## src/rtl/iart_ram.sv

```systemverilog
`timescale 1ns / 1ps
// ----------------------------------------------------------------------------
// iart_ram
// Generic simple dual-port RAM: one write port, one read port, registered read.
// ----------------------------------------------------------------------------
module iart_ram #(
  parameter int WIDTH = 8,
  parameter int DEPTH = 64
) (
  input  logic                     clk,
  input  logic                     we,
  input  logic [$clog2(DEPTH)-1:0] waddr,
  input  logic [WIDTH-1:0]         wdata,
  input  logic [$clog2(DEPTH)-1:0] raddr,
  output logic [WIDTH-1:0]         rdata
);

  logic [WIDTH-1:0] mem [DEPTH];

  always_ff @(posedge clk) begin
    if (we) begin
      mem[waddr] <= wdata;
    end
    rdata <= mem[raddr];
  end

endmodule

```

## config.mk

```make
export PLATFORM = sky130hd
export DESIGN_NAME = iart_ram
export DESIGN_NICKNAME = d
export VERILOG_FILES = /design/src/rtl/iart_ram.sv
export SDC_FILE = /design/constraint.sdc
export NUM_CORES = 1
export LEC_CHECK = 0
export BUFFER_PORTS_ARGS = -buffer_cell sky130_fd_sc_hd__buf_2
export CAP_MARGIN = 20
export CORE_UTILIZATION = 62
export DETAILED_ROUTE_END_ITERATION = 8
export PLACE_DENSITY = 0.79
export SYNTH_ARGS = -nofsm -noshare
export SYNTH_HDL_FRONTEND = slang
export SYNTH_SLANG_ARGS = --single-unit
```

## constraint.sdc

```tcl
create_clock -name clk -period 2.5 [get_ports clk]
set_input_delay 0.375 -clock clk [delete_from_list [all_inputs] [get_ports clk]]
set_output_delay 0.375 -clock clk [all_outputs]
set_load 0.02 [all_outputs]
```

==> flow_summary.ini <==
[placed_design]
dp_slack_ns = -0.0695
dpl_cell_area_mm2 = 0.0217
hpwl_um = 28200
place_congestion = 0.830
io_buffer_count = 29

[hold_path]
holdCritStartpoint = raddr[5]
hold-path-cell-count = 3
worstHoldPathType = input pin to flop
min_to = rdata[1]$_DFF_P_

[sta]
fmax_ghz = 0.464
rsz0062_at_grt = no
final.setup.tns_ns = 0
finalHoldViolCount = 0
fin_crit_ns = 2.15
relSlewSlack = 0.386
clock_skew_ns = 0.0162
worst_slew_pin_slew_ns = 0.921
slew_viol_final = 0
finalCritPeriodShare = 0.861
fin_ws_ns = 0.347
setup_viol = 0

[power]
p_sw_uw = 3690
pwr-share-comb = 0.056
p_seq_frac = 0.547
power.leakage_uw = 0.00754
power_density_mw_per_mm2 = 763
swShare = 0.208
power.internal_uw = 14000
clkPwrFrac = 0.397
ir_worst_vdd_mv = 0.551

[yosys]
syn_inst = 940
ys_seq_area_frac = 0.770
syn_nets = 962
avgSynthCellArea_um2 = 21.5
netlist_area_mm2 = 0.0202
yosys_warnings = 0
yosys_register_bits = 520
netlist-cell-type-count = 40

[setup_path]
crit_slowest_cell = mux4_2
endpoint_kind = flop
rr_endpoint = rdata[0]$_DFF_P_
cp_max_fo = 1
cp.arrival_ns = 2.59
reg2reg_depth = 5
path_delay_family = multiplexers
reg2reg_slack_ns = 0.35
crit_chain = mux4_2 -> mux4_2 -> nor2_1 -> nor3_1 -> o2bb2ai_1
path_buf_inv = 0
critPathKind = flop to flop
cp-start-kind = flop
crit_top_cell = mux4_2
max_stage_delay_ns = 0.53
regToRegStartpoint = mem[13][0]$_DFFE_PP_
worstPathRequired_ns = 2.94

[layout]
fin_area_mm2 = 0.0232
finalCoreUtilization = 0.730
drive_above_1_share = 0.325
layout.nets = 1119
syn_to_final_growth_pct = 15.1

[route]
ant_nets = 0
wire_per_inst_um = 29.5
viasPerCell = 6.59
dr.pass1.iters = 7
drtIter0Drc = 1499
vias = 10400
drt_wl_total_um = 46300
drc = 0

[clock_network]
htreeDepth = 2
root_buffer = clkbuf_16
clk_pin_slew_ns = 0.08
cts_buffer_depth = 3
cts_tree = done
cts-hold-fix-buffers = 0
cts.repair.resized = 0
numClockSinks = 520
clock_latency_ns = 0.56
post-cts-setup-buffers = 0
cts_buffers = 49

[global_route]
grt_pass1_vias = 10500
grt_pass1_wl_um = 67500
overflow = 0
grt_usage = 0.286
antenna_found_initial = 3
grt_max_degree = 65

[floorplanning]
die_x_um = 182
rows = 65
start_util = 0.634
die_y_um = 182
coreArea_mm2 = 0.0318
ioPinCount = 30
fp.dieArea_mm2 = 0.0333

[outcome]
run_status = completed

[flow_run]
max_cap_violations = 0
-- power by group through the flow --
stage	clock, uW	combinational, uW	sequential, uW
after global placement	0	944	9860
final	7020	996	9680
after global routing	7420	1040	9680
after CTS	7030	985	9680
after detailed placement	0	969	9870
after floorplan	0	514	9870
-- per-layer routing --
layer  global-route usage  share of wire  vias up
met4                0.104          0.032        0
met5                    0              0        -
met1                0.406           0.38     5322
met2                0.451           0.48      684
li1                     -              -     4247
met3               0.0573           0.11      109
-- cell usage in the layout, fill, tap and decap left out, types with 3 or more instances in the layout --
| cell | n |
|---|---|
| o2111ai_1 | 3 |
| nor3_1 | 7 |
| nand3_1 | 13 |
| nand2_1 | 19 |
| a21oi_1 | 3 |
| nand3b_1 | 3 |
| bufinv_16 | 3 |
| nor2b_1 | 14 |
| o221ai_1 | 8 |
| clkbuf_1 | 9 |
| o2bb2ai_1 | 3 |
| buf_2 | 26 |
| mux2i_1 | 23 |
| a22oi_1 | 3 |
| clkbuf_16 | 49 |
| edfxtp_1 | 512 |
| clkbuf_8 | 3 |
| buf_4 | 115 |
| a221oi_1 | 6 |
| mux4_2 | 126 |
| diode_2 | 4 |
| dfxtp_1 | 8 |
| a211oi_1 | 4 |
| mux2_2 | 13 |
| nand2b_1 | 7 |
| o22ai_1 | 8 |
| buf_12 | 15 |
| clkinv_1 | 9 |
| clkinvlp_4 | 3 |
| nor2_1 | 83 |
| clkinv_2 | 13 |
-- Yosys cell counts (all sizes together) --
cell     number  share of area
a2111oi       2        0.00087
a211oi        4         0.0015
a21oi         3        0.00074
a221oi        6         0.0026
a22oi         3         0.0011
a31oi         1        0.00031
and2          1        0.00031
buf          34          0.013
clkbuf       17         0.0032
dfxtp         8         0.0079
edfxtp      512           0.76
mux2         13         0.0073
mux2i        23          0.011
mux4        126           0.14
nand2        19         0.0035
nand2b        7         0.0022
nand3        13         0.0032
nand3b        3         0.0011
nand4         2        0.00062
nand4b        1        0.00043
nor2         83          0.015
nor2b        14         0.0043
nor3          7         0.0017
nor4          2        0.00062
o2111ai       3         0.0013
o21a          2        0.00074
o21ai         4        0.00099
o221a         2         0.0011
o221ai        8         0.0035
o22ai         8         0.0025
o2bb2ai       3         0.0013
o311ai        1        0.00043
o32ai         2        0.00087
o41ai         2        0.00087
or3           1        0.00031
-- sequential cells by signal, summed over array words and instances, names as in the netlist --
| name | flops |
|---|---|
| rdata | 8 |
| mem | 512 |
-- metrics by stage --
stage / hold slack, ns / cells / total power (uW)
5_1_grt: 0.294 / 1572 / 18100
4_1_cts: 0.256 / 1568 / 17700
6_report: 0.299 / 1573 / 17700
3_3_place_gp: 0.804 / 1480 / 10800
3_5_place_dp: 0.811 / 1480 / 10800
2_1_floorplan: 0.474 / 940 / 10400
-- how the worst max path moves through the flow --
| stage | start | end | slack [ns] | cells after the start |
|---|---|---|---|---|
| after floorplan | raddr[1] | rdata[3]$_DFF_P_ | 0.46 | 7 |
| after global placement | raddr[0] | rdata[6]$_DFF_P_ | -0.02 | 7 |
| after detailed placement | raddr[0] | rdata[2]$_DFF_P_ | -0.07 | 7 |
| after CTS | mem[21][6]$_DFFE_PP_ | rdata[6]$_DFF_P_ | 0.46 | 5 |
| after global routing | mem[13][0]$_DFFE_PP_ | rdata[0]$_DFF_P_ | 0.31 | 5 |
| final | mem[13][0]$_DFFE_PP_ | rdata[0]$_DFF_P_ | 0.35 | 5 |
-- logic make-up (layout without fill, tap and decap cells) --
kind of cell,count (synthesis),in the layout,synth area share
simple gates,153,153,0.0339
other cells,0,4,0
compound gates,54,54,0.0207
flops,520,520,0.770
mux,162,162,0.159
buf+inv,51,245,0.0157
-- area by class of cell --
class                           count  area, um2
Antenna cell                        4       10.0
Clock buffer                       60       1290
Clock inverter                     28        211
Fill cell                        1730       8590
Multi-Input combinational cell    369       4320
Sequential cell                   520      15500
Tap cell                          435        544
Timing Repair Buffer              157       1310
-- worst reg2reg max path: stages, from the launching register on --
cell	delay (ns)
edfxtp_1	0.52
mux4_2	0.53
mux4_2	0.49
nor2_1	0.22
nor3_1	0.11
o2bb2ai_1	0.15
Note: power is estimated with default switching activity, not from simulation.
